**config.mk**
```make
export PLATFORM = sky130hd
export DESIGN_NAME = wasm_section_walker_translator_core
export DESIGN_NICKNAME = d
export VERILOG_FILES = /design/src/sv/wsw_pkg.sv /design/src/sv/wsw_front.sv /design/src/sv/wsw_queue.sv /design/src/sv/wsw_back.sv /design/src/sv/wasm_section_walker_translator_core.sv
export SDC_FILE = /design/constraint.sdc
export NUM_CORES = 1
export LEC_CHECK = 0
export BUFFER_PORTS_ARGS = -buffer_cell sky130_fd_sc_hd__buf_2
export CORE_AREA = 2 2 186 97
export CTS_CLUSTER_DIAMETER = 100
export DETAILED_ROUTE_END_ITERATION = 8
export DIE_AREA = 0 0 188 99
export SLEW_MARGIN = 5
export SYNTH_ARGS = -nofsm -noshare
export SYNTH_HDL_FRONTEND = slang
export SYNTH_SLANG_ARGS = --single-unit
export TNS_END_PERCENT = 1
```
**constraint.sdc**
```tcl
create_clock -name clk -period 3.8 [get_ports clk]
set_clock_uncertainty 0.05 [all_clocks]
set_input_delay 0.19 -clock clk [delete_from_list [all_inputs] [get_ports clk]]
set_output_delay 0.19 -clock clk [all_outputs]
set_load 0.05 [all_outputs]
```
**src/sv/wsw_pkg.sv**
```systemverilog
// shared types, constants and helpers of the wasm section walker
package wsw_pkg;

	// default header length and longest accepted ULEB128 encoding
	localparam int HEADER_BYTES_DEF  = 8;
	localparam int LEB_MAX_BYTES_DEF = 5;

	// depth of the request queue between front and back
	localparam int QUEUE_DEPTH = 4;
	localparam int QUEUE_PTR_W = $clog2(QUEUE_DEPTH);

	// section ids of interest
	localparam logic [7:0] SEC_CODE    = 8'h0a;
	localparam logic [7:0] SEC_MAX_ID  = 8'h0b;

	// body opcodes
	localparam logic [7:0] OP_END    = 8'h0b;
	localparam logic [7:0] OP_RETURN = 8'h0f;

	// walker phases
	typedef enum logic [3:0] {
		PH_HEADER   = 4'd0,
		PH_SECID    = 4'd1,
		PH_SKIPSIZE = 4'd2,
		PH_SKIP     = 4'd3,
		PH_CODESIZE = 4'd4,
		PH_FCOUNT   = 4'd5,
		PH_FSIZE    = 4'd6,
		PH_LOCALS   = 4'd7,
		PH_BODY     = 4'd8
	} phase_t;

	// result event codes
	typedef enum logic [2:0] {
		EV_CODE     = 3'd0,
		EV_DONE     = 3'd1,
		EV_ABORT    = 3'd2,
		EV_TRUNC    = 3'd3,
		EV_LEBLONG  = 3'd4,
		EV_BADSEC   = 3'd5,
		EV_BADFSIZE = 3'd6,
		EV_END      = 3'd7
	} event_t;

	// results caused by one input byte, in delivery order:
	// four return bytes, one event, truncation, module end
	typedef struct packed {
		logic   ret4;
		logic   ev_v;
		event_t ev;
		logic   trunc;
		logic   mod_end;
	} desc_t;

	// bytes that stand for the end opcode
	function automatic logic [7:0] ret_byte(input logic [1:0] idx);
		logic [7:0] b;
		case (idx)
			2'd0: b = 8'hc0;
			2'd1: b = 8'h03;
			2'd2: b = 8'h5f;
			default: b = 8'hd6;
		endcase
		return b;
	endfunction

endpackage

```
**src/sv/wsw_front.sv**
```systemverilog
// front part: byte walker that classifies each byte into a result request
module wsw_front import wsw_pkg::*; #(
	parameter int HEADER_BYTES  = HEADER_BYTES_DEF,
	parameter int LEB_MAX_BYTES = LEB_MAX_BYTES_DEF
) (
	input  logic       clk,
	input  logic       arst_n,
	input  logic       accept,
	input  logic [7:0] in_byte,
	input  logic       end_of_module,
	output logic       push,
	output desc_t      push_desc
);

	localparam int CntW = (LEB_MAX_BYTES > 1) ? $clog2(LEB_MAX_BYTES) : 1;
	localparam phase_t PhReset = (HEADER_BYTES > 0) ? PH_HEADER : PH_SECID;

	phase_t          phase_q, phase_d;
	logic [31:0]     leb_q, leb_d;
	logic [CntW-1:0] seen_q, seen_d;
	logic [31:0]     rem_q, rem_d;
	logic            abort_q, abort_d;
	logic            err_q, err_d;

	// state after the byte but before the module end reset
	phase_t          phase_pre;
	logic            err_pre;

	// leb byte merge
	logic [5:0]  shamt;
	logic [63:0] shifted;
	logic [31:0] leb_merged;
	logic        leb_done, leb_long;
	logic        rem_zero, rem_last;
	logic [31:0] rem_dec;
	logic        body_abort;

	assign shamt      = 6'({1'b0, seen_q, 3'b000} - {4'b0000, seen_q});
	assign shifted    = {57'd0, in_byte[6:0]} << shamt;
	assign leb_merged = leb_q | ((shamt < 6'd32) ? shifted[31:0] : 32'd0);
	assign leb_done   = !in_byte[7];
	assign leb_long   = in_byte[7] && ((32'(seen_q) + 32'd1) >= 32'(LEB_MAX_BYTES));
	assign rem_zero   = (rem_q == 32'd0);
	assign rem_last   = (rem_q <= 32'd1);
	assign rem_dec    = rem_zero ? 32'd0 : rem_q - 32'd1;
	// body byte that aborts the function
	assign body_abort = !abort_q && (in_byte != OP_END) && (in_byte != OP_RETURN);

	// next state
	always_comb begin
		phase_d = phase_q;
		leb_d   = leb_q;
		seen_d  = seen_q;
		rem_d   = rem_q;
		abort_d = abort_q;
		err_d   = err_q;
		if (!err_q) begin
			unique case (phase_q)
				PH_HEADER, PH_SKIP: begin
					rem_d = rem_dec;
					if (rem_last) phase_d = PH_SECID;
				end
				PH_SECID: begin
					leb_d  = '0;
					seen_d = '0;
					if (in_byte == SEC_CODE) phase_d = PH_CODESIZE;
					else if (in_byte <= SEC_MAX_ID) phase_d = PH_SKIPSIZE;
					else err_d = 1'b1;
				end
				PH_SKIPSIZE, PH_CODESIZE, PH_FCOUNT, PH_FSIZE: begin
					leb_d = leb_merged;
					if (leb_done) begin
						leb_d  = '0;
						seen_d = '0;
						unique case (phase_q)
							PH_SKIPSIZE: begin
								rem_d   = leb_merged;
								phase_d = (leb_merged == 32'd0) ? PH_SECID : PH_SKIP;
							end
							PH_CODESIZE: phase_d = PH_FCOUNT;
							PH_FCOUNT:   phase_d = PH_FSIZE;
							default: begin
								rem_d   = leb_merged;
								phase_d = PH_LOCALS;
							end
						endcase
					end else if (leb_long) begin
						err_d = 1'b1;
					end else begin
						seen_d = seen_q + CntW'(1);
					end
				end
				PH_LOCALS: begin
					if (rem_zero) begin
						err_d = 1'b1;
					end else begin
						rem_d = rem_dec;
						leb_d = leb_merged;
						if (leb_done) begin
							leb_d   = '0;
							seen_d  = '0;
							abort_d = 1'b0;
							phase_d = rem_last ? PH_SECID : PH_BODY;
						end else if (leb_long) begin
							err_d = 1'b1;
						end else begin
							seen_d = seen_q + CntW'(1);
						end
					end
				end
				PH_BODY: begin
					rem_d = rem_dec;
					if (body_abort) abort_d = 1'b1;
					if (rem_last) begin
						abort_d = 1'b0;
						phase_d = PH_SECID;
					end
				end
				default: phase_d = PH_SECID;
			endcase
		end
		phase_pre = phase_d;
		err_pre   = err_d;
		// module end puts everything back to reset
		if (end_of_module) begin
			phase_d = PhReset;
			leb_d   = '0;
			seen_d  = '0;
			rem_d   = 32'(HEADER_BYTES);
			abort_d = 1'b0;
			err_d   = 1'b0;
		end
	end

	// result request for this byte
	always_comb begin
		push_desc = '{ret4: 1'b0, ev_v: 1'b0, ev: EV_CODE, trunc: 1'b0, mod_end: 1'b0};
		if (!err_q) begin
			unique case (phase_q)
				PH_SECID: begin
					if (in_byte > SEC_MAX_ID) begin
						push_desc.ev_v = 1'b1;
						push_desc.ev   = EV_BADSEC;
					end
				end
				PH_SKIPSIZE, PH_CODESIZE, PH_FCOUNT, PH_FSIZE: begin
					if (leb_long) begin
						push_desc.ev_v = 1'b1;
						push_desc.ev   = EV_LEBLONG;
					end
				end
				PH_LOCALS: begin
					if (rem_zero) begin
						push_desc.ev_v = 1'b1;
						push_desc.ev   = EV_BADFSIZE;
					end else if (leb_done && rem_last) begin
						push_desc.ev_v = 1'b1;
						push_desc.ev   = EV_DONE;
					end else if (leb_long) begin
						push_desc.ev_v = 1'b1;
						push_desc.ev   = EV_LEBLONG;
					end
				end
				PH_BODY: begin
					if (!abort_q && in_byte == OP_END) push_desc.ret4 = 1'b1;
					if (body_abort) begin
						push_desc.ev_v = 1'b1;
						push_desc.ev   = EV_ABORT;
					end else if (rem_last && !abort_q) begin
						push_desc.ev_v = 1'b1;
						push_desc.ev   = EV_DONE;
					end
				end
				default: ;
			endcase
		end
		if (end_of_module) begin
			// truncation: no error after this byte and not waiting for a section id
			push_desc.trunc   = !err_pre && (phase_pre != PH_SECID);
			push_desc.mod_end = 1'b1;
		end
	end

	assign push = accept;

	// walker registers
	always_ff @(posedge clk or negedge arst_n) begin
		if (!arst_n) begin
			phase_q <= PhReset;
			leb_q   <= '0;
			seen_q  <= '0;
			rem_q   <= 32'(HEADER_BYTES);
			abort_q <= 1'b0;
			err_q   <= 1'b0;
		end else if (accept) begin
			phase_q <= phase_d;
			leb_q   <= leb_d;
			seen_q  <= seen_d;
			rem_q   <= rem_d;
			abort_q <= abort_d;
			err_q   <= err_d;
		end
	end

endmodule

```
**src/sv/wsw_queue.sv**
```systemverilog
// short request queue between the front and the back part
module wsw_queue import wsw_pkg::*; (
	input  logic  clk,
	input  logic  arst_n,
	input  logic  push,
	input  desc_t push_desc,
	input  logic  pop,
	output desc_t head_desc,
	output logic  empty,
	output logic  full
);

	desc_t                mem_q [QUEUE_DEPTH];
	logic [QUEUE_PTR_W-1:0] wr_ptr_q, rd_ptr_q;
	logic [QUEUE_PTR_W:0]   count_q;

	assign empty     = (count_q == '0);
	assign full      = (count_q == (QUEUE_PTR_W+1)'(QUEUE_DEPTH));
	assign head_desc = mem_q[rd_ptr_q];

	// entry storage
	always_ff @(posedge clk) begin
		if (push) mem_q[wr_ptr_q] <= push_desc;
	end

	// pointers and fill count
	always_ff @(posedge clk or negedge arst_n) begin
		if (!arst_n) begin
			wr_ptr_q <= '0;
			rd_ptr_q <= '0;
			count_q  <= '0;
		end else begin
			if (push) wr_ptr_q <= wr_ptr_q + QUEUE_PTR_W'(1);
			if (pop) rd_ptr_q <= rd_ptr_q + QUEUE_PTR_W'(1);
			if (push && !pop) count_q <= count_q + (QUEUE_PTR_W+1)'(1);
			else if (pop && !push) count_q <= count_q - (QUEUE_PTR_W+1)'(1);
		end
	end

endmodule

```
**src/sv/wsw_back.sv**
```systemverilog
// back part: expands each request into result items on the output register
module wsw_back import wsw_pkg::*; (
	input  logic        clk,
	input  logic        arst_n,
	input  desc_t       head_desc,
	input  logic        empty,
	output logic        pop,
	output logic        m_tvalid,
	input  logic        m_tready,
	output logic [7:0]  m_tdata,
	output logic [7:0]  m_tuser,
	output logic        m_tlast
);

	desc_t      cur_q, sel, rest;
	logic       cur_valid_q;
	logic [1:0] idx_q, sel_idx, rest_idx;
	logic       sel_v, out_free, fire, rest_any;
	event_t     item_ev;
	logic [7:0] item_byte;

	logic       out_valid_q;
	event_t     out_ev_q;
	logic [7:0] out_byte_q;
	logic       out_last_q;

	// pick the request in work and its next item
	always_comb begin
		sel       = cur_valid_q ? cur_q : head_desc;
		sel_idx   = cur_valid_q ? idx_q : 2'd0;
		sel_v     = cur_valid_q || !empty;
		rest      = sel;
		rest_idx  = sel_idx;
		item_ev   = EV_END;
		item_byte = 8'd0;
		if (sel.ret4) begin
			item_ev   = EV_CODE;
			item_byte = ret_byte(sel_idx);
			rest_idx  = sel_idx + 2'd1;
			if (sel_idx == 2'd3) rest.ret4 = 1'b0;
		end else if (sel.ev_v) begin
			item_ev    = sel.ev;
			rest.ev_v  = 1'b0;
		end else if (sel.trunc) begin
			item_ev    = EV_TRUNC;
			rest.trunc = 1'b0;
		end else begin
			item_ev      = EV_END;
			rest.mod_end = 1'b0;
		end
		rest_any = rest.ret4 || rest.ev_v || rest.trunc || rest.mod_end;
	end

	assign out_free = !out_valid_q || m_tready;
	assign fire     = sel_v && out_free;
	assign pop      = fire && !cur_valid_q;

	// request in work
	always_ff @(posedge clk or negedge arst_n) begin
		if (!arst_n) begin
			cur_valid_q <= 1'b0;
		end else if (fire) begin
			cur_valid_q <= rest_any;
		end
	end

	always_ff @(posedge clk) begin
		if (fire) begin
			cur_q <= rest;
			idx_q <= rest_idx;
		end
	end

	// output register
	always_ff @(posedge clk or negedge arst_n) begin
		if (!arst_n) begin
			out_valid_q <= 1'b0;
		end else if (fire) begin
			out_valid_q <= 1'b1;
		end else if (m_tready) begin
			out_valid_q <= 1'b0;
		end
	end

	always_ff @(posedge clk) begin
		if (fire) begin
			out_ev_q   <= item_ev;
			out_byte_q <= item_byte;
			out_last_q <= !rest_any;
		end
	end

	assign m_tvalid = out_valid_q;
	assign m_tdata  = out_byte_q;
	assign m_tuser  = {5'd0, out_ev_q};
	assign m_tlast  = out_last_q;

endmodule

```
**src/sv/wasm_section_walker_translator_core.sv**
```systemverilog
// top level of the wasm section walker and body translator
//
// channel  dir  payload
// s_*      in   tdata: in_byte[7:0]; tlast: end_of_module
// m_*      out  tdata: code_byte[7:0]; tuser: event_res[2:0], zero fill; tlast: last
//
// one input byte is taken per cycle while the request queue has room. each
// byte yields up to six result items, delivered one per cycle from the back
// sequencer unless the output stalls, so four-byte return expansions hold the
// input once the queue fills. reset is asynchronous and clears the walker,
// the queue and the output register; no clearing pass.
module wasm_section_walker_translator_core import wsw_pkg::*; #(
	parameter int HEADER_BYTES  = HEADER_BYTES_DEF,
	parameter int LEB_MAX_BYTES = LEB_MAX_BYTES_DEF
) (
	input  logic       clk,
	input  logic       arst_n,
	input  logic       s_tvalid,
	output logic       s_tready,
	input  logic [7:0] s_tdata,   // in_byte[7:0]
	input  logic       s_tlast,   // end_of_module
	output logic       m_tvalid,
	input  logic       m_tready,
	output logic [7:0] m_tdata,   // code_byte[7:0]
	output logic [7:0] m_tuser,   // event_res[2:0], zero fill
	output logic       m_tlast    // last
);

	logic  accept, push, pop, empty, full;
	desc_t push_desc, head_desc;

	assign s_tready = !full;
	assign accept   = s_tvalid && s_tready;

	wsw_front #(
		.HEADER_BYTES  (HEADER_BYTES),
		.LEB_MAX_BYTES (LEB_MAX_BYTES)
	) u_front (
		.clk           (clk),
		.arst_n        (arst_n),
		.accept        (accept),
		.in_byte       (s_tdata),
		.end_of_module (s_tlast),
		.push          (push),
		.push_desc     (push_desc)
	);

	wsw_queue u_queue (
		.clk       (clk),
		.arst_n    (arst_n),
		.push      (push && (push_desc.ret4 || push_desc.ev_v
			|| push_desc.trunc || push_desc.mod_end)),
		.push_desc (push_desc),
		.pop       (pop),
		.head_desc (head_desc),
		.empty     (empty),
		.full      (full)
	);

	wsw_back u_back (
		.clk       (clk),
		.arst_n    (arst_n),
		.head_desc (head_desc),
		.empty     (empty),
		.pop       (pop),
		.m_tvalid  (m_tvalid),
		.m_tready  (m_tready),
		.m_tdata   (m_tdata),
		.m_tuser   (m_tuser),
		.m_tlast   (m_tlast)
	);

endmodule
```
# ---- Word-level counts from Yosys, hierarchy flattened
# Memory sizes are Yosys's and may differ from the RTL's.
# Index checks and enable logic that the tools add are counted.
dict set report totals {
  register_bits 103
  mem_bits_rw 28
  inputBits 13
  out_inout_bits 19
  elab_cells 182
  memories 1
}
dict set report op_classes {
  n_addsub 9
  order_cmp 5
  eq_ne 23
  shift 1
  n_mux 75
  bitwise_logic 1
  reduce_logical 47
}
# memory depth width rd rd_ports_with_merged_regs wr line_no
set memory_table {}
lappend memory_table {u_queue.mem_q 4 7 1 0 1 wsw_queue.sv:13} ;# desc_t mem_q [QUEUE_DEPTH];
# operator n
set op_table {}
lappend op_table {{2-to-1 mux 32 bit} 11}
lappend op_table {{case mux 32 bit (3 select lines)} 2}
lappend op_table {{zero test 32 bit} 2}
lappend op_table {{2-to-1 mux 4 bit} 15}
lappend op_table {{>= comparator 32 x 3 -> 1 bit, second input constant} 1}
lappend op_table {{less-or-equal comparator 32 x 1 -> 1 bit, second input constant} 1}
lappend op_table {{bitwise OR 32 bit} 1}
lappend op_table {{case mux 4 bit (4 select lines)} 2}
lappend op_table {{<< shifter 7 x 6 -> 32 bit} 1}
lappend op_table {{subtractor 32 x 1 -> 32 bit, second input constant} 1}
lappend op_table {{2-to-1 mux 3 bit} 9}
lappend op_table {{case mux 8 bit (3 select lines)} 1}
lappend op_table {{2-to-1 mux 1 bit} 23}
lappend op_table {{== test 4 x 3 -> 1 bit, second input constant} 4}
lappend op_table {{== test 8 x 4 -> 1 bit, second input constant} 2}
lappend op_table {{!= test 8 x 4 -> 1 bit, second input constant} 2}
lappend op_table {{logical AND 1 bit} 13}
lappend op_table {{2-to-1 mux 2 bit} 6}
lappend op_table {{!= test 3 bit, second input constant} 4}
lappend op_table {{case mux 4 bit (3 select lines)} 1}
lappend op_table {{AND reduction 6 bit} 2}
lappend op_table {{zero test 1 bit} 10}
lappend op_table {{case mux 3 bit (3 select lines)} 1}
lappend op_table {{== test 4 x 2 -> 1 bit, second input constant} 2}
lappend op_table {{other kinds (31)} 44}

# ---- Depth between registers and ports, before layout
dict set report logic_depth {
  word_depth 20
  mapped_depth 15
  ltp_nobuf 13
}

# ---- By module
# From an unflattened synthesis, not the netlist that was laid out.
dict set report unflattened {
  cells_unflattened 830
  area_unflattened_um2 7678.6
}
# module n_inst cells_per_inst area_per_inst_um2 seq_area_each_um2
set by_module_without_submodules {}
lappend by_module_without_submodules {wsw_front 1 664 5165.0 1828.0}
lappend by_module_without_submodules {wsw_queue 1 71 1405.1 1016.0}
lappend by_module_without_submodules {wsw_back 1 92 1087.3 620.6}
lappend by_module_without_submodules {wasm_section_walker_translator_core 1 3 21.3 0.0}

# ---- Worst setup path after synthesis
# No wires, ideal clock.
dict set report synth_timing {
  kind {register -> register}
  startpoint {reg u_front.seen_q[1]}
  endpoint {mem u_queue.mem_q[0][1] in the netlist's numbering (data pin)}
  setup_time_ns 0.290
  t_arrival_ns 3.258
  required_time_ns 3.460
  slack_ns 0.202
  path_stages_with_launch 14
  path_buffers 4
  period_less_slack_ns 3.598
  path_cell_list {dfrtp_1 > clkbuf_1 > clkbuf_1 > inv_1 > ha_1 > clkbuf_1 > clkbuf_1 > mux2i_1 > nand2_1 > a31oi_1 > nor4bb_1 > nand4_1 > nor4_1 > o21ai_0}
}
# element line_no
set synth_lines {}
lappend synth_lines {{start: declaration} wsw_front.sv:20} ;# logic [CntW-1:0] seen_q, seen_d;
lappend synth_lines {{start signal: assignment} wsw_front.sv:198} ;# seen_q <= seen_d;
lappend synth_lines {{end: declaration} wsw_queue.sv:13}

# ---- Worst setup path after layout
dict set report layout_timing {
  startpoint {reg u_front.rem_q[26]}
  endpoint {reg u_queue.count_q[2]}
}
dict set report layout_via {
  elab_chain_len 15
  word_cells_on_any_way 32
  classes_between {order compare: 1; eq/ne: 1; mux: 17; reduce/logical: 13}
}
# element line_no
set layout_rtl {}
lappend layout_rtl {{start: declaration} wsw_front.sv:21} ;# logic [31:0] rem_q, rem_d;
lappend layout_rtl {{start signal: assignment} wsw_front.sv:192} ;# rem_q <= 32'(HEADER_BYTES);
lappend layout_rtl {{start signal: assignment} wsw_front.sv:199} ;# rem_q <= rem_d;
lappend layout_rtl {{less-or-equal comparator 32 x 1 -> 1 bit} wsw_front.sv:44} ;# assign rem_last = (rem_q <= 32'd1);
lappend layout_rtl {{2-to-1 mux 4 bit} wsw_front.sv:103} ;# phase_d = rem_last ? PH_SECID : PH_BODY;
lappend layout_rtl {{2-to-1 mux 4 bit} wsw_front.sv:99} ;# if (leb_done) begin
lappend layout_rtl {{2-to-1 mux 4 bit} wsw_front.sv:94} ;# if (rem_zero) begin
lappend layout_rtl {{case mux 4 bit (4 select lines)} wsw_front.sv:58} ;# unique case (phase_q)
lappend layout_rtl {{2-to-1 mux 4 bit} wsw_front.sv:57} ;# if (!err_q) begin
lappend layout_rtl {{!= test 4 x 1 -> 1 bit} wsw_front.sv:179} ;# push_desc.trunc = !err_pre && (phase_pre != PH_SECID);
lappend layout_rtl {{logical AND 1 bit} wsw_front.sv:179}
lappend layout_rtl {{2-to-1 mux 2 bit} wsw_front.sv:177} ;# if (end_of_module) begin
lappend layout_rtl {{logical OR 1 bit * (2 in series)} wasm_section_walker_translator_core.sv:52} ;# || push_desc.trunc || push_desc.mod_end)),
lappend layout_rtl {{logical AND 1 bit *} wasm_section_walker_translator_core.sv:51} ;# .push (push && (push_desc.ret4 || push_desc.ev_v
lappend layout_rtl {{via u_queue.push} wsw_queue.sv:5} ;# input logic push,
lappend layout_rtl {{zero test 1 bit} wsw_queue.sv:36} ;# else if (pop && !push) count_q <= count_q - (QUEUE_PTR_W+1)'(1);
lappend layout_rtl {{logical AND 1 bit} wsw_queue.sv:36}
lappend layout_rtl {{nonzero test 2 bit (no line)} n/a}
lappend layout_rtl {{end signal: assignment} wsw_queue.sv:35} ;# if (push && !pop) count_q <= count_q + (QUEUE_PTR_W+1)'(1);
lappend layout_rtl {{end signal: assignment} wsw_queue.sv:36}
lappend layout_rtl {{end: declaration} wsw_queue.sv:15} ;# logic [QUEUE_PTR_W:0] count_q;
# Mark *: on every way through the listed nets, which the timed path passes. The rest lies on a longest branch.
# A chain may end at the register's enable or synchronous reset.

==> flow_summary.json <==
{
  "status": "finished, final reports clean",
  "track_usage_pct": 26.7,
  "grt_pass1_wl_mm": 37.4,
  "layout.nets": 857,
  "final_cell_mix": "dfrtp_1 (81), nor2_1 (75), nand2_1 (67), a21oi_1 (63), o21ai_0 (48)",
  "regToRegSetupSlack_ns": 0.26,
  "layout-drive-gt1-share_pct": 17.5,
  "effective_utilization_at_floorplan_pct": 45.0,
  "pre_cts_ws_ns": 0.0984,
  "floorplan.core_area_um2": 17000,
  "drt_pass1_iterations": 7,
  "clk_path_buf_depth": 2,
  "power.static_leakage_nw": 3.58,
  "power_per_cell_area_nw_per_um2": 832,
  "endpoint_class_of_the_critical_path": "flop",
  "cts_tree": "yes",
  "path_class": "flop to flop",
  "post_layout_min_period_ns": 3.54,
  "detail-route-antenna-nets": 0,
  "num_antenna_cells": 0,
  "synth_seq_area_share_pct": 45.4,
  "via_count_of_the_first_global_routing_pass": 6225,
  "io_buffers": 25,
  "crit_path_max_fanout": 7,
  "cts.reportedPaths.clkPinSlew_ns": 0.07,
  "hold_start": "m_tready",
  "synth_area_um2": 7630,
  "ys.flop_type": "dfrtp_1",
  "clockRootBuffer": "clkbuf_16",
  "number_of_clock_sinks": 129,
  "yosys_warnings": 0,
  "finalSetupViolations": 0,
  "r2r_cells": 12,
  "worst_hold_path.num_cells": 4,
  "numCtsBuffers": 17,
  "detail_route.wl_per_cell_um": 22.3,
  "final_common_cell": "dfrtp_1",
  "dieHeight_um": 99,
  "grt_antenna_before_repair": 0,
  "cap_viol_max_count": 0,
  "std_cell_rows": 34,
  "unrepaired_setup_endpoints_after_global_routing": "false",
  "drt-initial-drc-count": 1050,
  "worstSetupStartpointType": "flop",
  "drc_errors": 0,
  "synthCells": 787,
  "pin_count": 32,
  "finalCritPeriodShare_pct": 93.2,
  "maxClockFrequency_mhz": 282,
  "hold_path_end": "u_back.cur_valid_q$_DFFE_PN0P_",
  "ys_ff_latch": 129,
  "dieArea_um2": 18600,
  "total_power_consumption_mw": 7.28,
  "die-width_um": 188,
  "via_per_inst": 6.27,
  "reg2reg_from": "u_front.rem_q[26]$_DFFE_PN0P_",
  "hold_violations": 0,
  "report.final.slew_viol_count": 0,
  "tns_ns": 0,
  "route.vias.total": 6736,
  "global_route.overflow_total": 0,
  "synth.lib_cells_used.distinct": 78,
  "place_hpwl_mm": 17.7,
  "layout.core_utilization_pct": 51.6,
  "synth_area_per_cell_um2": 9.69,
  "tightestPinTransition_ns": 0.896,
  "min_path_type": "input pin to flop",
  "postLayoutSetupSlackWorst_ns": 0.257,
  "grt_start_max_net_pins": 66,
  "synth_enable_flop_cells": 47,
  "clock_latency_ns": 0.43,
  "ctsHtreeMaxLevel": 4,
  "crit-reg2reg-capture": "u_queue.count_q[2]$_DFFE_PN0P_",
  "max-slew-margin-rel_pct": 40.1,
  "route.final.wire_length_mm": 24.0,
  "worst_ep_required_time_ns": 4.09,
  "timing.critical_path.arrival_ns": 3.83,
  "ys_async_sr_fraction_pct": 63.6,
  "place.gp.congestion": 0.980,
  "max-vdd-ir-drop_v": 0.000422,
  "area_delta_synth_final_pct": 14.7
}
[through the flow]
| stage | cells | hold slack, ns | instance area [µm²] |
|---|---|---|---|
| 2_1_floorplan | 792 | -0.156 | 7650 |
| 3_3_place_gp | 1041 | 0.307 | 8140 |
| 3_5_place_dp | 1041 | 0.318 | 8140 |
| 4_1_cts | 1074 | 0.0146 | 8740 |
| 5_1_grt | 1075 | 0.0434 | 8750 |
| 6_report | 1075 | 0.0231 | 8750 |
[power by group]
group	switching [mW]	internal (mW)	total, mW
Sequential	0.340	1.88	2.22
Combinational	2.15	1.25	3.40
Clock	0.732	0.935	1.67
Total	3.22	4.06	7.28
[logic make-up (layout without fill, tap and decap cells)]
family / count (synthesis) / after routing / synth area share, %
buf+inv: 71 / 120 / 4.31
other cells: 1 / 6 / 0.0491
compound gates: 232 / 232 / 19.5
fa+ha+maj: 16 / 16 / 2.72
simple gates: 288 / 288 / 20.1
mux: 33 / 33 / 5.89
flops: 129 / 129 / 45.4
xor+xnor: 17 / 17 / 1.95
[critical path, cell delays in order, from the launching register on]
cell      delay (ns)
dfrtp_1         0.42
or4_1           0.62
and4bb_2        0.47
nand4_1         0.11
a21oi_1         0.25
o21bai_1        0.17
a21oi_4         0.24
ha_1            0.23
inv_1           0.06
fa_1            0.37
xor2_1          0.17
nor2_1          0.11
xor2_1          0.18
[flip-flops by register name, indices dropped and copies added, names as in the netlist]
| register | flops |
|---|---|
| u_front.err_q | 1 |
| u_front.seen_q | 3 |
| u_back.m_tlast | 1 |
| u_front.phase_q | 4 |
| u_back.m_tvalid | 1 |
| u_front.leb_q | 32 |
| u_back.cur_q | 7 |
| u_queue.wr_ptr_q | 2 |
| u_front.abort_q | 1 |
| u_back.idx_q | 2 |
| u_back.m_tdata | 6 |
| u_back.cur_valid_q | 1 |
| u_queue.count_q | 3 |
| u_queue.rd_ptr_q | 2 |
| u_front.rem_q | 32 |
| u_queue.mem_q | 28 |
| u_back.out_ev_q | 3 |
[routing by layer]
metal	up-vias	track usage [%]	share of wire, %
met4	0	4.36	0.50
li1	3019	-	-
met2	380	32.1	36
met1	3325	43.4	50
met3	12	10.6	14
met5	-	0	0
[synth_stat cells (5+ instances only)]
master / count / share of area, %
buf_4: 10 / 0.98
edfxtp_1: 47 / 18
o21ai_0: 48 / 3.1
a21oi_1: 63 / 4.1
nor4_1: 11 / 0.90
mux2i_1: 13 / 1.7
a31oi_1: 24 / 2.0
o32ai_1: 7 / 0.80
buf_2: 8 / 0.52
nor2b_1: 16 / 1.3
xnor2_1: 12 / 1.4
nand2_1: 67 / 3.3
xor2_1: 5 / 0.57
o31ai_1: 9 / 0.89
nor3_1: 14 / 0.92
or4_1: 9 / 0.89
and3_1: 7 / 0.57
dfrtp_1: 81 / 27
nor2_1: 75 / 3.7
inv_1: 17 / 0.84
mux2_2: 11 / 1.6
ha_1: 15 / 2.5
o211ai_1: 6 / 0.59
and2_1: 12 / 0.98
mux4_2: 8 / 2.4
a22o_1: 22 / 2.5
nand2b_1: 13 / 1.1
o22ai_1: 17 / 1.4
nand3_1: 17 / 1.1
nand4_1: 8 / 0.66
clkbuf_1: 34 / 1.7
[what timing repair did]
item                                    4_1_cts  5_1_grt
hold buffers                                  1        0
resized for setup                             0        1
hold endpoints to repair                     63        0
setup buffers                                 0        1
endpoints found under the setup margin        0        2
[final cells by class]
cell class | count | area (µm²)
sequential | 129 | 3460
clock buffer | 17 | 425
inverter | 17 | 63.8
clock inverter | 15 | 164
multi-input combinational | 592 | 3860
fill | 1506 | 8220
tap | 234 | 293
timing repair buffer | 71 | 475
[worst max-delay path by stage]
stage                                   startpoint                             end  cells after the start
detailed placement  u_front.phase_q[0]$_DFFE_PN0P_  u_queue.count_q[2]$_DFFE_PN0P_                     12
global route         u_front.rem_q[26]$_DFFE_PN0P_  u_queue.count_q[2]$_DFFE_PN0P_                     12
finish               u_front.rem_q[26]$_DFFE_PN0P_  u_queue.count_q[2]$_DFFE_PN0P_                     12
global placement    u_front.phase_q[0]$_DFFE_PN0P_  u_queue.count_q[2]$_DFFE_PN0P_                     12
floorplan            u_front.seen_q[1]$_DFFE_PN0P_   u_queue.mem_q[0][1]$_DFFE_PP_                     13
CTS                 u_front.phase_q[0]$_DFFE_PN0P_  u_queue.count_q[2]$_DFFE_PN0P_                     12
(Power assumes the default switching activity.)
